===== src/sv/lpl_pkg.sv =====
// Shared types, constants and helpers for the lookahead peak limiter.
// No dependencies; every other file imports this package.
package lpl_pkg;

	localparam int DELAY_DEPTH = 256;
	localparam int ADDR_W      = $clog2(DELAY_DEPTH);
	localparam int CHANNELS    = 2;
	localparam int SAMPLE_W    = 24;
	localparam int GAIN_W      = 17;
	localparam int COEFF_W     = 16;
	localparam int LEN_W       = 8;
	localparam int MEM_W       = CHANNELS * SAMPLE_W;
	localparam int PADDR_W     = 4;
	localparam int PDATA_W     = 32;
	localparam int DIV_STEPS   = 16;
	localparam int DIV_CNT_W   = $clog2(DIV_STEPS + 1);
	localparam int PROD_W      = 43;

	localparam logic [GAIN_W-1:0]   UNITY_GAIN  = GAIN_W'(65536);
	localparam logic [SAMPLE_W-1:0] FULL_SCALE  = SAMPLE_W'(8388608);
	localparam logic                RST_ENABLE  = 1'b1;
	localparam logic [COEFF_W-1:0]  RST_COEFF   = COEFF_W'(65519);
	localparam logic [LEN_W-1:0]    RST_LENGTH  = LEN_W'(96);

	typedef enum logic [1:0] {
		REG_ENABLE = 2'd0,
		REG_COEFF  = 2'd1,
		REG_LENGTH = 2'd2
	} reg_idx_t;

	typedef struct packed {
		logic signed [SAMPLE_W-1:0] sample_left;
		logic signed [SAMPLE_W-1:0] sample_right;
		logic        [SAMPLE_W-1:0] ceiling_level;
	} lpl_in_t;

	typedef struct packed {
		logic signed [SAMPLE_W-1:0] out_left;
		logic signed [SAMPLE_W-1:0] out_right;
		logic        [GAIN_W-1:0]   applied_gain;
	} lpl_out_t;

	typedef struct packed {
		logic               enable;
		logic [COEFF_W-1:0] coeff;
		logic [LEN_W-1:0]   length;
	} lpl_cfg_t;

	typedef struct packed {
		logic              we;
		logic [ADDR_W-1:0] waddr;
		logic [MEM_W-1:0]  wdata;
		logic              re;
		logic [ADDR_W-1:0] raddr;
	} lpl_mem_req_t;

	typedef struct packed {
		logic                start;
		logic [SAMPLE_W-1:0] dividend;
		logic [SAMPLE_W-1:0] divisor;
	} lpl_div_req_t;

	typedef struct packed {
		logic                 done;
		logic [DIV_STEPS-1:0] quotient;
	} lpl_div_rsp_t;

	// Round half up, then clamp to +/- ceiling and to the 24-bit range.
	function automatic logic signed [SAMPLE_W-1:0] scale_clamp(
		input logic signed [PROD_W-1:0] p,
		input logic        [SAMPLE_W-1:0] ceil_v
	);
		logic signed [PROD_W-1:0]     biased;
		logic signed [SAMPLE_W+2:0]   r;
		logic signed [SAMPLE_W+2:0]   cs;
		logic signed [SAMPLE_W+2:0]   top;
		logic signed [SAMPLE_W+2:0]   bot;
		biased = p + PROD_W'(32768);
		r      = biased[PROD_W-1:16];
		cs     = $signed({3'b000, ceil_v});
		top    = $signed({3'b000, FULL_SCALE}) - (SAMPLE_W+3)'(1);
		bot    = -$signed({3'b000, FULL_SCALE});
		if (r > cs)
			r = cs;
		if (r < -cs)
			r = -cs;
		if (r > top)
			r = top;
		if (r < bot)
			r = bot;
		return r[SAMPLE_W-1:0];
	endfunction

endpackage


===== src/sv/lpl_regs.sv =====
// APB-style configuration registers: enable, release coefficient, lookahead.
// Depends on lpl_pkg.
module lpl_regs import lpl_pkg::*; (
	input  logic               clk,
	input  logic               arst_n,
	input  logic               psel,
	input  logic               penable,
	input  logic               pwrite,
	input  logic [PADDR_W-1:0] paddr,
	input  logic [PDATA_W-1:0] pwdata,
	output logic [PDATA_W-1:0] prdata,
	output logic               pready,
	output lpl_cfg_t           cfg
);

	lpl_cfg_t cfg_q;
	logic     wr;
	reg_idx_t idx;

	assign pready = 1'b1;
	assign wr     = psel && penable && pwrite;
	assign idx    = reg_idx_t'(paddr[3:2]);
	assign cfg    = cfg_q;

	always_ff @(posedge clk or negedge arst_n) begin
		if (!arst_n) begin
			cfg_q.enable <= RST_ENABLE;
			cfg_q.coeff  <= RST_COEFF;
			cfg_q.length <= RST_LENGTH;
		end else if (wr) begin
			case (idx)
				REG_ENABLE: cfg_q.enable <= pwdata[0];
				REG_COEFF:  cfg_q.coeff  <= pwdata[COEFF_W-1:0];
				REG_LENGTH: cfg_q.length <= pwdata[LEN_W-1:0];
				default: ;
			endcase
		end
	end

	always_comb begin
		case (idx)
			REG_ENABLE: prdata = PDATA_W'(cfg_q.enable);
			REG_COEFF:  prdata = PDATA_W'(cfg_q.coeff);
			REG_LENGTH: prdata = PDATA_W'(cfg_q.length);
			default:    prdata = '0;
		endcase
	end

endmodule


===== config.mk =====
export PLATFORM = sky130hd
export DESIGN_NAME = lpl_regs
export DESIGN_NICKNAME = d
export VERILOG_FILES = /design/src/sv/lpl_pkg.sv /design/src/sv/lpl_regs.sv
export SDC_FILE = /design/constraint.sdc
export NUM_CORES = 1
export LEC_CHECK = 0
export ABC_AREA = 1
export BUFFER_PORTS_ARGS = -buffer_cell sky130_fd_sc_hd__buf_2
export CORE_ASPECT_RATIO = 1.5
export CORE_MARGIN = 1.5
export CORE_UTILIZATION = 43
export CTS_CLUSTER_DIAMETER = 120
export DETAILED_ROUTE_END_ITERATION = 10
export GPL_TIMING_DRIVEN = 0
export MAX_ROUTING_LAYER = met4
export PLACE_DENSITY_LB_ADDON = 0.3
export SYNTH_ARGS = -nofsm -noshare
export SYNTH_HDL_FRONTEND = slang
export SYNTH_SLANG_ARGS = --single-unit

===== constraint.sdc =====
create_clock -name clk -period 1.4 [get_ports clk]
set_input_delay 0.28 -clock clk [delete_from_list [all_inputs] [get_ports clk]]
set_output_delay 0.28 -clock clk [all_outputs]
set_load 0.05 [all_outputs]

# Word level (Yosys, flattened, before mapping)
# Index checks and enable logic that the tools add are counted.
[totals] ff_bits=25 latch_bits=0 ram_bits=0 mem_bits_ro=0 input_bits=41 memories=0
[op_classes] addsub=0 multipliers=0 div=0 magnitude_cmp=0 eq_ne=2 shift=0 mux=1 n_bitwise=0 n_reduce_logical=6
[op_table] operator="$pmux 16 s3" count=1
[op_table] operator="$reduce_and 2->1" count=3
[op_table] operator="$eq 2x1->1 const B" count=1
[op_table] operator="$eq 2x2->1 const B" count=1
[op_table] operator="$logic_and 1x1->1" count=2
[op_table] operator="$logic_not 2->1" count=1

# Logic depth before layout (Yosys ltp)
[depth] ltp_word=3 mapped_depth=7

# Worst setup path before layout
# Ideal clock, no wire load.
[synth_timing] path_kind="reg2out" startpoint="register cfg_q (netlist bit cfg[18])" endpoint="output port prdata[10]" arrival_time_ns=1.412 required_time_ns=1.120 slack_ns=-0.292 stages_incl_launch_ff=3 path_cell_list="dfstp_2 -> inv_1 -> nor2_1"
[synth_via] elab_chain_len=1
[synth_lines] element="start: declaration" line_no="lpl_regs.sv:16" source="lpl_cfg_t cfg_q;"
[synth_lines] element="$pmux 16 s3" line_no="lpl_regs.sv:41" source="case (idx)"
[synth_lines] element="end: declaration" line_no="lpl_regs.sv:11" source="output logic [PDATA_W-1:0] prdata,"
# Every way passes these cells.

# Worst setup path after layout
[layout_timing] startpoint="register cfg_q (netlist bit cfg[11])" endpoint="output port prdata[3]"
# The elaborated chain is that of the path after synthesis.

==> flow_metrics.tcl <==
set metrics [dict create \
    synth_compound_area_frac 0 \
    p_comb_frac 0.494 \
    track_usage 0.192 \
    status "complete, but fails checks" \
    routedWlPerCell_um 10.8 \
    pwr-share-clk 0.141 \
    slew_viol_final 0 \
    cts.sinks 25 \
    use_met2 0.329 \
    fmax_ghz 0.718 \
    crit_fanout 3 \
    hold_class "primary input to asynchronous set/reset pin" \
    die_area_um2 3520 \
    grt_pass1_wl_um 5090 \
    synthSimpleGateAreaFrac 0.369 \
    diodes 0 \
    synthFlopType "dfstp_2" \
    path_common_cell "nand2_1" \
    antenna_found_initial 0 \
    synth-seq-cells 25 \
    crit_path_start_kind "flop" \
    p_sw_frac 0.484 \
    synth_fa_ha_area_frac 0 \
    met3_usage 0.0288 \
    first_global_vias 1116 \
    yosysMostFrequentCell "nand2_1" \
    fillers 254 \
    cp_top_family "flip-flops" \
    synth_xor_area_frac 0 \
    hold_slack_ns -0.00938 \
    tns_ns 0 \
    avgSynthCellArea_um2 7.65 \
    synth_top_family_by_area "simple AND/OR/NAND/NOR gates" \
    peakVddDrop_mv 0.977 \
    synth_edf_count 0 \
    grt_busiest_layer "met2" \
    numCtsBuffers 3 \
    clkSlewWorstSetupHoldPaths_ns 0.08 \
    slowest_stage "dfstp_2" \
    p_leak_nw 1.18 \
    timing_worst_setup_path_type "flop to output port" \
    dp_hpwl_um 2310 \
    gp_congestion 0.721 \
    required_ns 1.12 \
    cp_cell_sequence "nand2_1 > nand2_1 > buf_6" \
    yosys_warnings 0 \
    rsz0062_at_grt "yes" \
    cap_violations 0 \
    ctsHoldBuffers 0 \
    maxSlewHeadroom 0.608 \
    crit_arrival_ns 1.11 \
    netlist_top_cells_area "dfstp_2 35%, nand2_1 28%, dfrtp_1 13%" \
    cts_tree "done" \
    synth_area_um2 1360 \
    fin_worst_skew_ns 0 \
    fin_ws_ns 0.00666 \
    hold_viol_final 7 \
    grt_overflow 0 \
    synth-seq-area-share 0.476 \
    final_nets 303 \
    largest_register_ffs 25 \
    tightest_slew_ns 0.585 \
    violations "hold timing" \
    max_stage_delay_ns 0.56 \
    use_met1 0.230 \
    synth_top_area_share 0.347 \
    async_flop_share 1.00 \
    clockBufferDepth 2 \
    start_util 0.458 \
    drive_gt1_frac 0.510 \
    setup_viol 0 \
    num_vias 1303 \
    power.density_nw_per_um2 1430 \
    die_h_um 71.9 \
    synth_mux_area_frac 0 \
    vias_per_cell 4.34 \
    wirelength_um 3250 \
    drtPass1Iterations 3 \
    grt_start_max_net_pins 26 \
    endpoint_kind "output port" \
    rows 24 \
    period_share 0.995 \
    synth.distinct_cells 14 \
    io_buffers 63 \
    fp.dieW_um 49.0 \
    area_delta_synth_final_pct 50.7 \
    ios 99 \
    drc_errors 0 \
    ant_nets 0 \
    dp_worst_setup_slack_ns -0.137 \
    synth.top_cells.by_count "102 x nand2_1, 18 x dfstp_2, 17 x buf_4, 10 x inv_1, 10 x nor2_1" \
    clock_latency_ns 0.26 \
    post-route-min-period_ns 1.39 \
    h-tree-depth 1 \
    syn_inst 178 \
    synth_area_leader_cell "dfstp_2" \
    drt_iter0_drc 23 \
    core_um2 2970 \
    p_sw_mw 1.42 \
    intPower_mw 1.52 \
    worst-path-buf-inv 1 \
    cts.root.buffer_cell "clkbuf_8" \
    seqPwrFrac 0.365 \
]
==> worst paths after layout <==
path	startpoint	end	slack (ns)	cells after the start
max	cfg[11]$_DFFE_PN1P_	prdata[3]	0.007	3
min	arst_n	cfg[7]$_DFFE_PN0P_	-0.009	1
max reg2reg	cfg[23]$_DFFE_PN1P_	cfg[23]$_DFFE_PN1P_	0.68	2
min reg2reg	cfg[6]$_DFFE_PN1P_	cfg[6]$_DFFE_PN1P_	0.47	2
max in group asynchronous	arst_n	cfg[9]$_DFFE_PN1P_	1.05	1
min in group clk	pwdata[13]	cfg[21]$_DFFE_PN1P_	0.20	3
==> power by group through the flow <==
stage,Clock (mW),Sequential [mW],Combinational (mW)
2_1_floorplan,0,1.61,0.539
4_1_cts,0.425,1.07,1.43
3_5_place_dp,0,1.07,1.36
6_report,0.413,1.07,1.45
3_3_place_gp,0,1.07,1.34
5_1_grt,0.457,1.10,1.52
==> what timing repair did <==
| item | 4_1_cts | 5_1_grt |
|---|---|---|
| setup buffers | 1 | 0 |
| resized for setup | 40 | 11 |
| endpoints found under the setup margin | 16 | 18 |
| cloned | 0 | 0 |
| pin swaps | 5 | 10 |
==> layout make-up <==
class                   instances  area (um2)  area share
plain buffers                  19         150      0.0731
clock buffers                   4        45.0      0.0219
inverters                      13        53.8      0.0262
multi-input cells             136         651       0.317
flip-flops and latches         25         648       0.316
well taps                      39        48.8      0.0238
repair buffers                 64         457       0.222
==> cells in the final DEF (no fill, tap or decap) <==
| cell type | n |
|---|---|
| nand3_1 | 1 |
| inv_2 | 10 |
| inv_1 | 2 |
| nor2_8 | 2 |
| nand2_1 | 98 |
| buf_4 | 18 |
| buf_2 | 46 |
| nor2_1 | 2 |
| dfrtp_1 | 7 |
| dfstp_2 | 18 |
| buf_12 | 1 |
| buf_6 | 11 |
| nand2_2 | 4 |
| nor2_4 | 8 |
| clkbuf_4 | 1 |
| nand2_8 | 1 |
| inv_6 | 1 |
| clkbuf_8 | 3 |
| nand2_4 | 1 |
| conb_1 | 17 |
| clkbuf_1 | 1 |
| buf_8 | 6 |
| nand3_2 | 2 |
==> layer usage <==
layer  up-vias  wire, um  part of all wire
li1        659         -                 -
met1       596      1250              0.39
met2        44      1790              0.55
met3         4       164             0.051
met4         0        34             0.010
met5         -         0                 0
==> cell families after synthesis <==
logic type             count (synthesis)
buffers and inverters                 32
flip-flops                            25
other                                  2
AND/OR/NAND/NOR                      119
==> metrics by stage <==
step	area, um2	power [mW]	std cells	utilization
after floorplan	1480	2.15	193	-
after global placement	1850	2.41	295	0.622
after detailed placement	1850	2.43	295	0.622
after CTS	2020	2.93	300	0.680
after global routing	2050	3.07	300	0.691
final	2050	2.94	300	0.691
No activity file was read; power rests on OpenSTA's default activity.
