### src/sv/lpl_pkg.sv
// Shared types, constants and helpers for the lookahead peak limiter.
// No dependencies; every other file imports this package.
package lpl_pkg;

	localparam int DELAY_DEPTH = 256;
	localparam int ADDR_W      = $clog2(DELAY_DEPTH);
	localparam int CHANNELS    = 2;
	localparam int SAMPLE_W    = 24;
	localparam int GAIN_W      = 17;
	localparam int COEFF_W     = 16;
	localparam int LEN_W       = 8;
	localparam int MEM_W       = CHANNELS * SAMPLE_W;
	localparam int PADDR_W     = 4;
	localparam int PDATA_W     = 32;
	localparam int DIV_STEPS   = 16;
	localparam int DIV_CNT_W   = $clog2(DIV_STEPS + 1);
	localparam int PROD_W      = 43;

	localparam logic [GAIN_W-1:0]   UNITY_GAIN  = GAIN_W'(65536);
	localparam logic [SAMPLE_W-1:0] FULL_SCALE  = SAMPLE_W'(8388608);
	localparam logic                RST_ENABLE  = 1'b1;
	localparam logic [COEFF_W-1:0]  RST_COEFF   = COEFF_W'(65519);
	localparam logic [LEN_W-1:0]    RST_LENGTH  = LEN_W'(96);

	typedef enum logic [1:0] {
		REG_ENABLE = 2'd0,
		REG_COEFF  = 2'd1,
		REG_LENGTH = 2'd2
	} reg_idx_t;

	typedef struct packed {
		logic signed [SAMPLE_W-1:0] sample_left;
		logic signed [SAMPLE_W-1:0] sample_right;
		logic        [SAMPLE_W-1:0] ceiling_level;
	} lpl_in_t;

	typedef struct packed {
		logic signed [SAMPLE_W-1:0] out_left;
		logic signed [SAMPLE_W-1:0] out_right;
		logic        [GAIN_W-1:0]   applied_gain;
	} lpl_out_t;

	typedef struct packed {
		logic               enable;
		logic [COEFF_W-1:0] coeff;
		logic [LEN_W-1:0]   length;
	} lpl_cfg_t;

	typedef struct packed {
		logic              we;
		logic [ADDR_W-1:0] waddr;
		logic [MEM_W-1:0]  wdata;
		logic              re;
		logic [ADDR_W-1:0] raddr;
	} lpl_mem_req_t;

	typedef struct packed {
		logic                start;
		logic [SAMPLE_W-1:0] dividend;
		logic [SAMPLE_W-1:0] divisor;
	} lpl_div_req_t;

	typedef struct packed {
		logic                 done;
		logic [DIV_STEPS-1:0] quotient;
	} lpl_div_rsp_t;

	// Round half up, then clamp to +/- ceiling and to the 24-bit range.
	function automatic logic signed [SAMPLE_W-1:0] scale_clamp(
		input logic signed [PROD_W-1:0] p,
		input logic        [SAMPLE_W-1:0] ceil_v
	);
		logic signed [PROD_W-1:0]     biased;
		logic signed [SAMPLE_W+2:0]   r;
		logic signed [SAMPLE_W+2:0]   cs;
		logic signed [SAMPLE_W+2:0]   top;
		logic signed [SAMPLE_W+2:0]   bot;
		biased = p + PROD_W'(32768);
		r      = biased[PROD_W-1:16];
		cs     = $signed({3'b000, ceil_v});
		top    = $signed({3'b000, FULL_SCALE}) - (SAMPLE_W+3)'(1);
		bot    = -$signed({3'b000, FULL_SCALE});
		if (r > cs)
			r = cs;
		if (r < -cs)
			r = -cs;
		if (r > top)
			r = top;
		if (r < bot)
			r = bot;
		return r[SAMPLE_W-1:0];
	endfunction

endpackage

### src/sv/lpl_div.sv
// Restoring divider, one quotient bit per cycle: ceiling * 2^16 / peak.
// Depends on lpl_pkg; needs dividend below divisor so the quotient fits 16 bits.
module lpl_div import lpl_pkg::*; (
	input  logic         clk,
	input  logic         arst_n,
	input  lpl_div_req_t req,
	output lpl_div_rsp_t rsp
);

	logic                 busy_q;
	logic                 done_q;
	logic [DIV_CNT_W-1:0] cnt_q;
	logic [SAMPLE_W-1:0]  rem_q;
	logic [SAMPLE_W-1:0]  dvs_q;
	logic [DIV_STEPS-1:0] quot_q;
	logic [SAMPLE_W:0]    rem2;
	logic [SAMPLE_W:0]    diff;
	logic                 ge;

	always_comb begin
		rem2 = {rem_q, 1'b0};
		ge   = rem2 >= {1'b0, dvs_q};
		diff = rem2 - {1'b0, dvs_q};
	end

	always_ff @(posedge clk or negedge arst_n) begin
		if (!arst_n) begin
			busy_q <= 1'b0;
			done_q <= 1'b0;
			cnt_q  <= '0;
		end else if (req.start) begin
			busy_q <= 1'b1;
			done_q <= 1'b0;
			cnt_q  <= DIV_CNT_W'(DIV_STEPS);
		end else if (busy_q) begin
			cnt_q <= cnt_q - DIV_CNT_W'(1);
			if (cnt_q == DIV_CNT_W'(1)) begin
				busy_q <= 1'b0;
				done_q <= 1'b1;
			end
		end else begin
			done_q <= 1'b0;
		end
	end

	always_ff @(posedge clk) begin
		if (req.start) begin
			rem_q  <= req.dividend;
			dvs_q  <= req.divisor;
			quot_q <= '0;
		end else if (busy_q) begin
			rem_q  <= ge ? diff[SAMPLE_W-1:0] : rem2[SAMPLE_W-1:0];
			quot_q <= {quot_q[DIV_STEPS-2:0], ge};
		end
	end

	assign rsp.done     = done_q;
	assign rsp.quotient = quot_q;

endmodule

### config.mk
export PLATFORM = sky130hd
export DESIGN_NAME = lpl_div
export DESIGN_NICKNAME = d
export VERILOG_FILES = /design/src/sv/lpl_pkg.sv /design/src/sv/lpl_div.sv
export SDC_FILE = /design/constraint.sdc
export NUM_CORES = 1
export LEC_CHECK = 0
export BUFFER_PORTS_ARGS = -buffer_cell sky130_fd_sc_hd__buf_2
export CORE_MARGIN = 5
export CORE_UTILIZATION = 50
export DETAILED_ROUTE_END_ITERATION = 16
export PLACE_DENSITY_LB_ADDON = 0.08
export SYNTH_ARGS = -nofsm -noshare
export SYNTH_HDL_FRONTEND = slang
export SYNTH_SLANG_ARGS = --single-unit
### constraint.sdc
create_clock -name clk -period 4 [get_ports clk]
set_input_delay 1.2 -clock clk [delete_from_list [all_inputs] [get_ports clk]]
set_output_delay 1.2 -clock clk [all_outputs]
set_load 0.02 [all_outputs]
== Word level (Yosys, flattened, before mapping) ==
Cells that the tools add are included.
Word-level totals
  flip-flop bits (word level): 71
  latch bits: 0
  RAM bits: 0
  bits in read-only memories: 0
  input port bits: 51
  output and inout bits: 17
  word-level logic and storage cells: 23
  memories: 0
Operators by class
  $add $sub $neg: 2
  multipliers: 0
  divide/modulo/power cells: 0
  magnitude comparators: 1
  eq/ne operators: 2
  shift operators: 0
  multiplexer cells: 11
  bitwise gates (word level): 0
  reduce and logical (&&, ||, !) cells: 1
Operators by type and width (count)
  $mux 24: 3
  $ge 25x24->1: 1
  $sub 24x24->24: 1
  $mux 5: 2
  $mux 1: 6
  $eq 5x1->1 const B: 1
  $sub 5x1->5 const B: 1
  $ne 3x2->1 const B: 1
  $reduce_bool 2->1: 1

== Longest topological paths before layout ==
Gate-level depths: netlist of run 1.
  depth in word-level cells: 4
  gate-level depth with buffers: 12
  depth with buffers taken out: 10

== Least setup slack after synthesis of run 1 ==
Ideal clock, no wire load.
  kind: register to register
  start point: reg rem_q[3]
  end point: reg rem_q[18] (data pin)
  arrival time: 2.390 ns
  data required time: 3.741 ns
  setup slack: 1.351 ns
  stages on the path, launching flop included: 12
  buffers on the path: 2
  cell sequence: edfxtp_1 > ha_1 > a211oi_2 > nand2_1 > o2111a_1 > a211oi_4 > o22ai_2 > o21ai_4 > buf_6 > buf_4 > o21bai_1 > a21oi_1
Between the ends
  longest elaborated chain between the ends: 4
  elaborated cells between the ends (all ways): 5
  those cells by class: add/sub: 1; order compare: 1; mux: 3
RTL lines
  from (decl): RTL line lpl_div.sv:13  | logic [SAMPLE_W-1:0] rem_q;
  from (signal assigned): RTL line lpl_div.sv:48  | rem_q <= req.dividend;
  from (signal assigned): RTL line lpl_div.sv:52  | rem_q <= ge ? diff[SAMPLE_W-1:0] : rem2[SAMPLE_W-1:0];
  $sub 24x24->24 / $ge 25x24->1 (equally long branches): RTL line lpl_div.sv:23, lpl_div.sv:22
  $mux 24 *: RTL line lpl_div.sv:52
  $mux 24 *: RTL line lpl_div.sv:51  | end else if (busy_q) begin
  $mux 24 *: RTL line lpl_div.sv:47  | if (req.start) begin
Every way passes the cells marked *; elsewhere a longest branch is shown, timed or not. The select of a mux whose other input is x is not followed.
A chain may end at the register's enable or synchronous reset.

== Worst setup path in the final report of run 1 ==
  start point: reg rem_q[3]
  end point: reg rem_q[15] (data pin)
Same word-level chain as after synthesis.

==> results of run 1 <==
[per-layer routing]
layer	GRT usage, %	vias up
met5	0	-
met4	5.68	0
met3	5.62	11
met2	28.3	92
met1	24.2	1520
li1	-	1667
[how the worst max path moves through the flow]
stage / from / endpoint / slack (ns) / depth (start not counted)
final: rem_q[3] / rem_q[15] / 0.88 / 10
after global routing: rem_q[3] / rem_q[8] / 0.67 / 10
after CTS: rem_q[3] / rem_q[8] / 0.90 / 10
after detailed placement: rem_q[3] / rem_q[1] / 0.91 / 10
after global placement: rem_q[3] / rem_q[1] / 0.98 / 10
after floorplan: rem_q[3] / rem_q[18] / 1.35 / 11
[final cells by class]
cell class                 count  area, um2  area share [%]
timing repair buffer          71        368            7.53
tap                          105        131            2.69
inverter                      32        120            2.46
clock inverter                 6       46.3           0.948
sequential                    71       1940            39.7
clock buffer                  10        149            3.05
multi-input combinational    299       2130            43.7
[state kept, by name (all words and copies together), names as in the netlist]
| name | cells |
|---|---|
| dvs_q | 24 |
| rem_q | 24 |
| quot_q | 16 |
| cnt_q | 5 |
| busy_q | 1 |
| done_q | 1 |
[logic make-up (layout without fill, tap and decap cells)]
logic type	Yosys count	count (layout)
and+or+nand+nor	131	131
buffers and inverters	58	119
muxes	20	20
AOI/OAI and AO/OA	97	97
adders and majority gates	27	27
xor gates and xnor gates	24	24
DFF	71	71
[worst max-delay path, delay by kind of cell, from the launching register on]
| family | cells | cell delay [ns] |
|---|---|---|
| AOI/OAI and AO/OA | 6 | 1.41 |
| buffers and inverters | 1 | 0.40 |
| adders and majority gates | 1 | 0.40 |
| and+or+nand+nor | 2 | 0.22 |
| DFF | 1 | 0.40 |
[cell usage in the layout (no fill, tap or decap), types with 8 or more instances in the layout]
cell type,instances
sky130_fd_sc_hd__xor2_1,14
sky130_fd_sc_hd__mux2i_1,19
sky130_fd_sc_hd__a211oi_1,8
sky130_fd_sc_hd__nand3_1,9
sky130_fd_sc_hd__clkbuf_8,9
sky130_fd_sc_hd__nor2_1,40
sky130_fd_sc_hd__nand2_1,26
sky130_fd_sc_hd__a221o_1,10
sky130_fd_sc_hd__nand3b_1,10
sky130_fd_sc_hd__edfxtp_1,48
sky130_fd_sc_hd__nor3_1,12
sky130_fd_sc_hd__o21ai_0,14
sky130_fd_sc_hd__nor2b_1,9
sky130_fd_sc_hd__dfxtp_1,16
sky130_fd_sc_hd__ha_1,26
sky130_fd_sc_hd__buf_2,66
sky130_fd_sc_hd__xnor2_1,10
sky130_fd_sc_hd__a21oi_1,23
sky130_fd_sc_hd__inv_1,32
[power groups by stage]
stage	combinational [W]	clock (W)	sequential, W
floorplan	0.00146	0	0.00111
global placement	0.00173	0	0.00113
detailed placement	0.00176	0	0.00113
CTS	0.00177	0.000588	0.00112
global route	0.00198	0.000625	0.00114
finish	0.00178	0.000572	0.00112
[per-stage QoR]
| step | setup slack [ns] | cell area, um2 | power (W) | std cells |
|---|---|---|---|---|
| after detailed placement | 0.908 | 4690 | 0.00289 | 578 |
| final | 0.882 | 4880 | 0.00347 | 594 |
| after CTS | 0.895 | 4880 | 0.00348 | 594 |
| after global placement | 0.984 | 4690 | 0.00286 | 578 |
| after floorplan | 1.35 | 4310 | 0.00257 | 428 |
| after global routing | 0.670 | 4880 | 0.00374 | 594 |
==> run summary, run 1 <==
Entering global routing, the biggest net connects 52 pins. The number of antenna-violating nets in the routed design was 0. The length in cells of the worst reg-to-reg path was 10. The clock transition time at the flip-flop clock pins of the worst setup and hold paths works out to 0.08 ns. Gate count of the mapped netlist: 428. The count of buffers inserted at the top-level ports works out to 67. The logs give 506 for the post-synthesis net count and 321 MHz for the highest attainable clock frequency.

The number of hold buffers added after CTS was 0. The initial core utilization is 52.0%, and the worst setup skew after layout is 0.0131 ns. The signal on the critical path passes through ha_1, a211oi_2, nand2_1, o2111a_1, a211oi_4, o22ai_2, o21ai_4, buf_4, nor3_1, a221o_1. At the pin with the least slew margin, the transition time is 0.672 ns. The tightest hold margin came out at 0.511 ns.

The mean instance size in the synthesized netlist is 10.1 um2. The flow ran to the end, and the final reports show no timing, DRC or antenna violations. The run gives 4.05 mm as the wire length on met2. The number of resized instances in the post-cts repair step was 0. Sorting the synthesized cells by area gives the leading types as sky130_fd_sc_hd__edfxtp_1 33%, sky130_fd_sc_hd__ha_1 7.5%, sky130_fd_sc_hd__dfxtp_1 7.4%.

At the worst endpoint, the required time is 4.10 ns. The final worst-path cycle share came out at 78.0%. After synthesis, the largest family of logic cells by area is compound AO/OA/AOI/OAI gates. The synthesized design contains 71 register bits. The share of the synthesized area in compound gates (AO/OA/AOI/OAI) is 16.6%, and the stage delay of the slowest cell on the critical path is 0.40 ns. The congestion estimate from routability-driven global placement came to 0.857.

Of the total synthesized cell area, the portion taken by AND, OR, NAND and NOR gates is 15.3%. The tools report the source of the worst register-to-register timing path as rem_q[3]. Setup slack on the worst reg-to-reg path comes out at 0.88 ns.

The ratio of cells with drive above 1 in the final layout was 19.6%. The number of hold violations in the final report was 0. Of all nets on the critical path, the largest fanout is 41. The endpoint identified for the worst register-to-register timing path is rem_q[15]. Cells fill 58.8% of the core in the end.

The filler cells instantiated in the layout total 741. The number of antenna diodes in the final layout is 0. sky130_fd_sc_hd__edfxtp_1 is the most common cell in the netlist. The via count of the first global-routing pass is 3204. Dividing the detail-routed via count by the number of cells gives 5.54. The routed wirelength normalized by instance count is 15.2 um, and the power density of the placed cells is 710 nW/um2. No sink is reached through more buffers than the 2 on the longest clock path.

Summing the areas of all xor and xnor instances in the mapped netlist gives 4.88% of the synthesized area. Among all stages on the critical path, the largest delay is contributed by sky130_fd_sc_hd__edfxtp_1. Summed over all nets, the half-perimeter wirelength after detailed placement is 6.53 mm. TritonCTS built the clock tree. The first global-routing pass estimated 14.9 mm of wire. Of the total power, the share spent switching nets is 41.6%. STA puts the critical path data arrival time at 3.22 ns.

In this run the tightest slew margin relative to its limit is 55.2%. The worst setup path is captured at a flop. For this block, the routed nets add up to 9.05 mm of wire. For the clock network power share, the log shows 16.5%.

After detailed routing, the number of remaining DRC violations is 0. The class of the tightest hold or removal check is reg -> reg. The die covers 10600 um2. The worst setup path is launched from a flop.

Across the run, the number of max-cap violations was 0. For hold timing, the worst endpoint is done_q. The topmost layer with routed signal wires was met4.

The detailed router finished its first iteration with 194 violations. The distinct cell type count of the synthesized netlist is 51, and the peak ir drop on the vdd network is 0.298 mV. The run gives 0 as the number of antenna violations at the first check in global routing.

Yosys mapped a number of flops with a built-in enable equal to 48. Clock latency on the worst-skew pair, taken at its later pin, is 0.35 ns. Startpoint-to-endpoint class of the critical path: reg -> reg. From synthesis to final layout, the design area changed by 13.3%. The synthesized netlist devotes 8.01% of its cell area to adder and majority cells. For the final routed database, the setup TNS stands at 0 ns. The total number of vias came out at 3290.

Global routing finished with a remaining overflow of 0. Among all flip-flop cells after synthesis, the most frequent one is sky130_fd_sc_hd__edfxtp_1. The die is 103 um tall.

After synthesis, the share of cell area in mux cells is 4.67%. The met1 routed wirelength after detailed routing was 4.23 mm. Setup repair after global routing left no endpoint under its margin.

Across every metal layer, demand over resource in global routing totals 18.1%. Row generation in the floorplan step produced 33 rows. Combinational cells account for 51.2% of the total power. In this run the most critical hold path is launched from done_q. For the number of levels in the clock H-tree, the log shows 3. After the last flow step, the layout net total stands at 562.

For this run, the detailed router's first-pass iteration total came to 5. The number of pins exceeding their max-slew limit in the final report came out at 0. Of all cell types, the one taking the most synthesized area is sky130_fd_sc_hd__edfxtp_1.

Clock tree synthesis inserted a total of 9 buffers. During synthesis, Yosys emitted a total of 0 warnings. The amount of wire on met3 after detailed routing was 653 um; the width of the die was 103 um. The area of the core was 8300 um2; the power share of the sequential group was 32.3%. Setup violations remaining at the end of the flow were counted as 0. The tools report the standby leakage power as 2.23 nW. The root buffer cell was sky130_fd_sc_hd__clkbuf_8. The logs give 71 for the clock sink count and 4310 um2 for the post-synthesis instance area. The internal portion of the total power is 0.00203 W. The proportion of netlist area held by the largest area contributor is 33.4%. The commonest cells after synthesis are 48 x sky130_fd_sc_hd__edfxtp_1, 40 x sky130_fd_sc_hd__nor2_1, 32 x sky130_fd_sc_hd__inv_1.

In the synthesized netlist the async set-or-reset flop fraction comes to 9.86%. The sequential area share after synthesis is 44.9%. The total I/O pin count was 68. Subtracting the final worst setup slack from the clock period gives 3.12 ns. The number of instances on the worst hold path is 2.

For this design the total switching power over the nets is 0.00144 W. After clock tree synthesis, the setup repair step added 0 buffers.
Power figures use the tool's default switching activity.
==> inputs of run 2 (changes only) <==
Clock period 4 ns to 2.8 ns, I/O delays scaled along.
==> run summary, run 2 (same netlist as run 1, synthesis figures left out) <==
The run finished with clean final reports. The final period demand of the worst path is 2.72 ns (was 3.12 ns), and the pin count of the biggest net entering global routing is 61 (was 52). The tools report the total number of vias as 3388 (was 3290).

The total clock buffers created by CTS is 9 (unchanged). The logs give 0 (unchanged) for the number of failing setup endpoints in the final timing report and -0.0259 ns (was 0.908 ns) for the worst setup slack before clock tree synthesis. The number of pins exceeding their max-slew limit in the final report was 0 (unchanged); the largest fanout on the critical path was 7 (was 41). The logs give 64.0% (was 58.8%) for the share of the core filled with cells in the final layout and 0 (unchanged) for the number of diodes.

Highest-delay cell along the critical path: sky130_fd_sc_hd__edfxtp_1 (unchanged). The final setup slack of the worst path is 0.0761 ns (was 0.882 ns), and the total I/O pin count is 68 (unchanged). The ratio of cells with drive above 1 in the final layout is 26.8% (was 19.6%), and the required time of the worst setup path is 2.92 ns (was 4.10 ns).

The count of buffers inserted at the top-level ports was 67 (unchanged); the global-route wire length before repair was 16.2 mm (was 14.9 mm). TritonCTS built the clock tree. The clock network latency to the later pin of the worst-skew pair was 0.36 ns (was 0.35 ns); the power density of the placed cells was 1110 nW/um2 (was 710 nW/um2). The final wirelength was 10.1 mm (was 9.05 mm). The startpoint-to-endpoint class of the critical path was reg -> reg (unchanged). Leading cell types in the layout, fill and taps excluded: 66 x sky130_fd_sc_hd__buf_2, 48 x sky130_fd_sc_hd__edfxtp_1, 39 x sky130_fd_sc_hd__nor2_1, 31 x sky130_fd_sc_hd__inv_1, 26 x sky130_fd_sc_hd__nand2_1 (was 66 x sky130_fd_sc_hd__buf_2, 48 x sky130_fd_sc_hd__edfxtp_1, 40 x sky130_fd_sc_hd__nor2_1, 32 x sky130_fd_sc_hd__inv_1). The tightest hold margin is 0.297 ns (was 0.511 ns), and the length in cells of the worst reg-to-reg path is 12 (was 10).

The family with the most delay on the worst path is compound AO/OA/AOI/OAI gates (unchanged). The area of the die is 10600 um2 (unchanged). The hold buffer count at cts is 0 (unchanged). The area growth from synthesis to final layout came out at 23.1% (was 13.3%). The placement row count is 33 (unchanged). The root buffer cell is sky130_fd_sc_hd__clkbuf_8 (unchanged). The die boundary height was 103 um (unchanged); the critical path data arrival time was 2.84 ns (was 3.22 ns).

The slew at the pin closest to its max-slew limit works out to 0.686 ns (was 0.672 ns). The source of the worst register-to-register timing path was dvs_q[4] (was rem_q[3]). The number of buffer and inverter instances along the worst setup path is 3 (was 1).

The routed wirelength normalized by instance count is 16.4 um (was 15.2 um). The class of the tightest hold or removal check is in -> async (was reg -> reg). The most common cell after layout, fill and taps aside was sky130_fd_sc_hd__buf_2 (unchanged). Sort of element at the end of the critical path: a flop (unchanged). Leading registers by flop count: dvs_q (24), rem_q (24), quot_q (16) (unchanged). The first-iteration detailed-routing DRC count came out at 248 (was 194). The slack of the worst reg-to-reg path is 0.08 ns (was 0.88 ns), and the final worst-path cycle share is 97.3% (was 78.0%). The width of the die came out at 103 um (unchanged). Reg-to-reg critical path endpoint: rem_q[7] (was rem_q[15]).

The post-route DRC violation count came out at 0 (unchanged). The logs give 0 (unchanged) for the number of hold violations in the final report and 367 MHz (was 321 MHz) for the highest attainable clock frequency. For the number of levels in the clock H-tree, the log shows 3 (unchanged).

The run gives 3380 (was 3204) as the via count of the first global-routing pass. Initial core utilization: 52.0% (unchanged). For the number of nets in the layout, the log shows 585 (was 562).

CP cell instances: inv_2, ha_4, a211oi_2, nand2_1, o2111a_1, a211oi_4, o22ai_2, o21ai_4, buf_12, buf_6, mux2i_1, o21ai_1 (was ha_1, a211oi_2, nand2_1, o2111a_1, a211oi_4, o22ai_2, o21ai_4, buf_4, nor3_1, a221o_1). Sum of net half-perimeters after detailed placement: 7.00 mm (was 6.53 mm). The length of the first detailed-routing pass in iterations is 4 (was 5), and the number of antenna-violating nets in the routed design is 0 (unchanged). The tools report the worst setup skew after layout as 0.0150 ns (was 0.0131 ns).

The stage delay of the slowest cell on the critical path works out to 0.40 ns (about the same). The count of maximum capacitance violations is 0 (unchanged), and the via density per instance is 5.49 (was 5.54). The number of antenna violations at the first check in global routing was 0 (unchanged); the clock sink count was 71 (unchanged). Standby leakage power: 2.38 nW (was 2.23 nW).

The kind of start point of the critical path is a flop (unchanged). The logs give 5310 um2 (was 4880 um2) for the post-layout instance area and 19.4% (was 18.1%) for the total routing resource utilization after global routing. The worst slew slack as a fraction of its limit came out at 54.3% (was 55.2%). The clock transition time at the flip-flop clock pins of the worst setup and hold paths is 0.09 ns (was 0.08 ns). The total negative slack for setup checks is 0 ns (unchanged). Global placer's final weighted congestion: 0.880 (was 0.857). The cell area after placement came out at 4820 um2 (was 4690 um2).

The remaining global-route overflow is 0 (unchanged), and the area of the core is 8300 um2 (unchanged). Setup repair after global routing could not meet its margin everywhere. The peak ir drop on the vdd network is 0.421 mV (was 0.298 mV), and the largest buffer count on any clock path is 2 (unchanged).
[run 2: worst register-to-register path: cells and delay by family, from the launching register on]
kind            cells  cell delay [ns]
mux                 1             0.16
flops               1             0.40
simple gates        1             0.12
buf+inv             3             0.34
compound gates      6             1.24
fa+ha+maj           1             0.22
[run 2: cell type report]
class                           instances  area [um2]
Multi-Input combinational cell        299        2270
Inverter                               32         120
Fill cell                             696        2990
Tap cell                              105         131
Clock inverter                          6        81.3
Timing Repair Buffer                   94         621
Clock buffer                           10         149
Sequential cell                        71        1940
[run 2: layer usage]
metal	up-vias	track usage (%)	part of all wire, %
li1	1717	-	-
met4	0	5.78	0.75
met3	7	3.72	6.3
met2	97	29.7	46
met1	1567	28.0	47
met5	-	0	0
[run 2: worst max-delay path by stage]
stage / startpoint / cells after the start / end / slack [ns]
4_1_cts: dvs_q[4] / 11 / rem_q[1] / 0.01
2_1_floorplan: rem_q[3] / 11 / rem_q[18] / 0.15
3_5_place_dp: rem_q[3] / 10 / rem_q[1] / -0.03
5_1_grt: dvs_q[4] / 12 / rem_q[6] / -0.07
3_3_place_gp: rem_q[3] / 10 / rem_q[1] / 0.05
6_report: dvs_q[4] / 12 / rem_q[7] / 0.08
[run 2: per-stage QoR]
stage | power (W) | cells
global route | 0.00632 | 617
CTS | 0.00537 | 607
detailed placement | 0.00438 | 591
floorplan | 0.00367 | 428
global placement | 0.00434 | 591
finish | 0.00590 | 617
[run 2: repair_timing]
item,4_1_cts,5_1_grt
setup buffers,0,8
cloned,0,2
resized for setup,2,28
pin swaps,1,11
endpoints found under the setup margin,12,17
[run 2: where the power goes]
part | total (W) | leakage, nW | internal (W) | switching, W
Combinational | 0.00331 | 1.56 | 0.00160 | 0.00171
Sequential | 0.00164 | 0.709 | 0.00145 | 0.000188
Clock | 0.000956 | 0.118 | 0.000491 | 0.000465
Total | 0.00590 | 2.38 | 0.00354 | 0.00236
==> inputs of run 3 (changes only) <==
Settings changed: CORE_MARGIN 5 to not set, CORE_UTILIZATION 50 to 52.
==> run summary, run 3 (same netlist as run 1, synthesis figures left out) <==
The flow ran to the end, and the final reports show no timing, DRC or antenna violations. The count of buffers inserted at the top-level ports is 67 (unchanged), and the multi-input logic area is 2270 um2 (unchanged). The die boundary height is 93.1 um (was 103 um). The count of maximum capacitance violations is 0 (unchanged), and the number of nets in the layout is 585 (unchanged). The width of the die came out at 93.1 um (was 103 um). The final wirelength is 9.92 mm (was 10.1 mm), and the total I/O pin count is 68 (unchanged). The number of antenna-violating nets in the routed design is 0 (unchanged). Final period demand of the worst path: 2.76 ns (was 2.72 ns).

The area growth from synthesis to final layout was 21.9% (was 23.1%); the critical path data arrival time was 2.88 ns (was 2.84 ns). The worst slew slack as a fraction of its limit is 57.9% (was 54.3%), and the number of hold violations in the final report is 0 (unchanged). The run gives 4 (unchanged) as the length of the first detailed-routing pass in iterations. Final setup slack of the worst path: 0.0419 ns (was 0.0761 ns). The global placer's final weighted congestion is 0.919 (was 0.880). The clock network latency to the later pin of the worst-skew pair is 0.37 ns (was 0.36 ns), and the non-filler instance count after layout is 614 (was 617). The placement row count came out at 32 (was 33). The run gives 0 (unchanged) as the number of failing setup endpoints in the final timing report.

The kind of start point of the critical path was a flop (unchanged). The number of levels in the clock H-tree was 3 (unchanged). The logs give 0 (unchanged) for the hold buffer count at cts and 590 (was 591) for the placed cell count.

The ratio of cells with drive above 1 in the final layout was 27.3% (was 26.8%). The required time of the worst setup path is 2.92 ns (about the same), and the power density of the placed cells is 1110 nW/um2 (about the same). The number of diodes is 0 (unchanged). Leading cell types in the layout, fill and taps excluded: 66 x sky130_fd_sc_hd__buf_2, 48 x sky130_fd_sc_hd__edfxtp_1, 39 x sky130_fd_sc_hd__nor2_1, 31 x sky130_fd_sc_hd__inv_1, 26 x sky130_fd_sc_hd__nand2_1 (unchanged).

The logs give 9 (unchanged) for the total clock buffers created by CTS and 2 (unchanged) for the largest buffer count on any clock path. The via count of the first global-routing pass was 3312 (was 3380). The peak ir drop on the vdd network was 0.489 mV (was 0.421 mV); the via density per instance was 5.65 (was 5.49). The slew at the pin closest to its max-slew limit works out to 0.631 ns (was 0.686 ns). The root buffer cell is sky130_fd_sc_hd__clkbuf_8 (unchanged).

The number of pins exceeding their max-slew limit in the final report came out at 0 (unchanged). Leading registers by flop count: dvs_q (24), rem_q (24), quot_q (16) (unchanged). TritonCTS built the clock tree.

The tools report the area of the core as 7890 um2 (was 8300 um2). The logs give 363 MHz (was 367 MHz) for the highest attainable clock frequency and 0 (unchanged) for the number of antenna violations at the first check in global routing. The total routing resource utilization after global routing is 23.2% (was 19.4%), and the count of fill cells added during filler insertion is 644 (was 696).

The total number of vias is 3468 (was 3388), and the sum of net half-perimeters after detailed placement is 6.84 mm (was 7.00 mm). The first-iteration detailed-routing DRC count was 190 (was 248); the routed wirelength normalized by instance count was 16.2 um (was 16.4 um). The startpoint-to-endpoint class of the critical path was reg -> reg (unchanged).

For the worst setup skew after layout, the log shows 0.0206 ns (was 0.0150 ns). Sort of element at the end of the critical path: a flop (unchanged). The clock sink count was 71 (unchanged). The run gives 15.6 mm (was 16.2 mm) as the global-route wire length before repair. The post-route DRC violation count is 0 (unchanged), and the register cell area after layout is 1940 um2 (unchanged). Remaining global-route overflow: 0 (unchanged). The worst setup slack before clock tree synthesis was -0.00769 ns (was -0.0259 ns). The tools report the pin count of the biggest net entering global routing as 42 (was 61). Final worst-path cycle share: 98.5% (was 97.3%). The most common cell after layout, fill and taps aside was sky130_fd_sc_hd__buf_2 (unchanged). The area of the die came out at 8660 um2 (was 10600 um2).

The largest fanout on the critical path works out to 7 (unchanged). The initial core utilization was 54.7% (was 52.0%); the standby leakage power was 2.37 nW (was 2.38 nW). The clock transition time at the flip-flop clock pins of the worst setup and hold paths is 0.09 ns (about the same).

Class of the tightest hold or removal check: in -> async (unchanged).
run 3: through the flow:
step / util [%] / TNS [ns] / area (um2) / power, W / hold slack [ns]
2_1_floorplan: - / 0 / 4310 / 0.00367 / 0.485
3_3_place_gp: 61.0 / 0 / 4810 / 0.00430 / 0.468
3_5_place_dp: 61.0 / -0.0121 / 4810 / 0.00438 / 0.503
4_1_cts: 63.5 / 0 / 5000 / 0.00522 / 0.293
5_1_grt: 66.7 / -0.190 / 5260 / 0.00621 / 0.294
6_report: 66.7 / 0 / 5260 / 0.00582 / 0.295
run 3: worst paths after layout:
path | slack [ns] | from | cells past startpoint | end
worst max-delay path | 0.04 | rem_q[8] | 10 | rem_q[21]
worst min-delay path | 0.29 | arst_n | 1 | done_q
worst max register to register | 0.04 | rem_q[8] | 10 | rem_q[21]
worst min register to register | 0.51 | quot_q[15] | 2 | quot_q[15]
max in group asynchronous | 2.35 | arst_n | 1 | busy_q
min in group clk | 0.51 | quot_q[15] | 2 | quot_q[15]
run 3: final cells by class:
cell class / count / share of cell area [%]
clock buffer: 9 / 2.36
clock inverter: 7 / 1.31
inverter: 32 / 2.28
multi-input combinational: 299 / 43.1
sequential: 71 / 36.8
tap: 102 / 2.43
timing repair buffer: 94 / 11.6
run 3: power by group:
part / internal (W) / switching (W)
logic: 0.00161 / 0.00176
clock network: 0.000351 / 0.000467
registers: 0.00145 / 0.000185
run 3: worst max-delay path, stage by stage (launching register included):
cell	delay (ns)
sky130_fd_sc_hd__edfxtp_1	0.43
sky130_fd_sc_hd__ha_2	0.42
sky130_fd_sc_hd__nand4_1	0.19
sky130_fd_sc_hd__nor2_1	0.18
sky130_fd_sc_hd__nand2_1	0.11
sky130_fd_sc_hd__o311ai_4	0.32
sky130_fd_sc_hd__o21ai_4	0.10
sky130_fd_sc_hd__buf_12	0.16
sky130_fd_sc_hd__buf_4	0.15
sky130_fd_sc_hd__and3b_1	0.19
sky130_fd_sc_hd__a221o_1	0.26
run 3: metal layers:
layer	vias to the layer above	share of wire, %	wire (um)	global-route usage (%)
met3	15	5.4	533	4.80
li1	1723	-	-	-
met1	1625	47	4680	32.6
met4	0	2.0	197	6.92
met2	105	45	4500	36.1
met5	-	0	0	0
run 3: timing repair:
action	4_1_cts	5_1_grt
setup endpoints to repair	3	20
gates resized for setup	1	32
pin swaps	0	8
buffers inserted	0	5
gates cloned	0	3
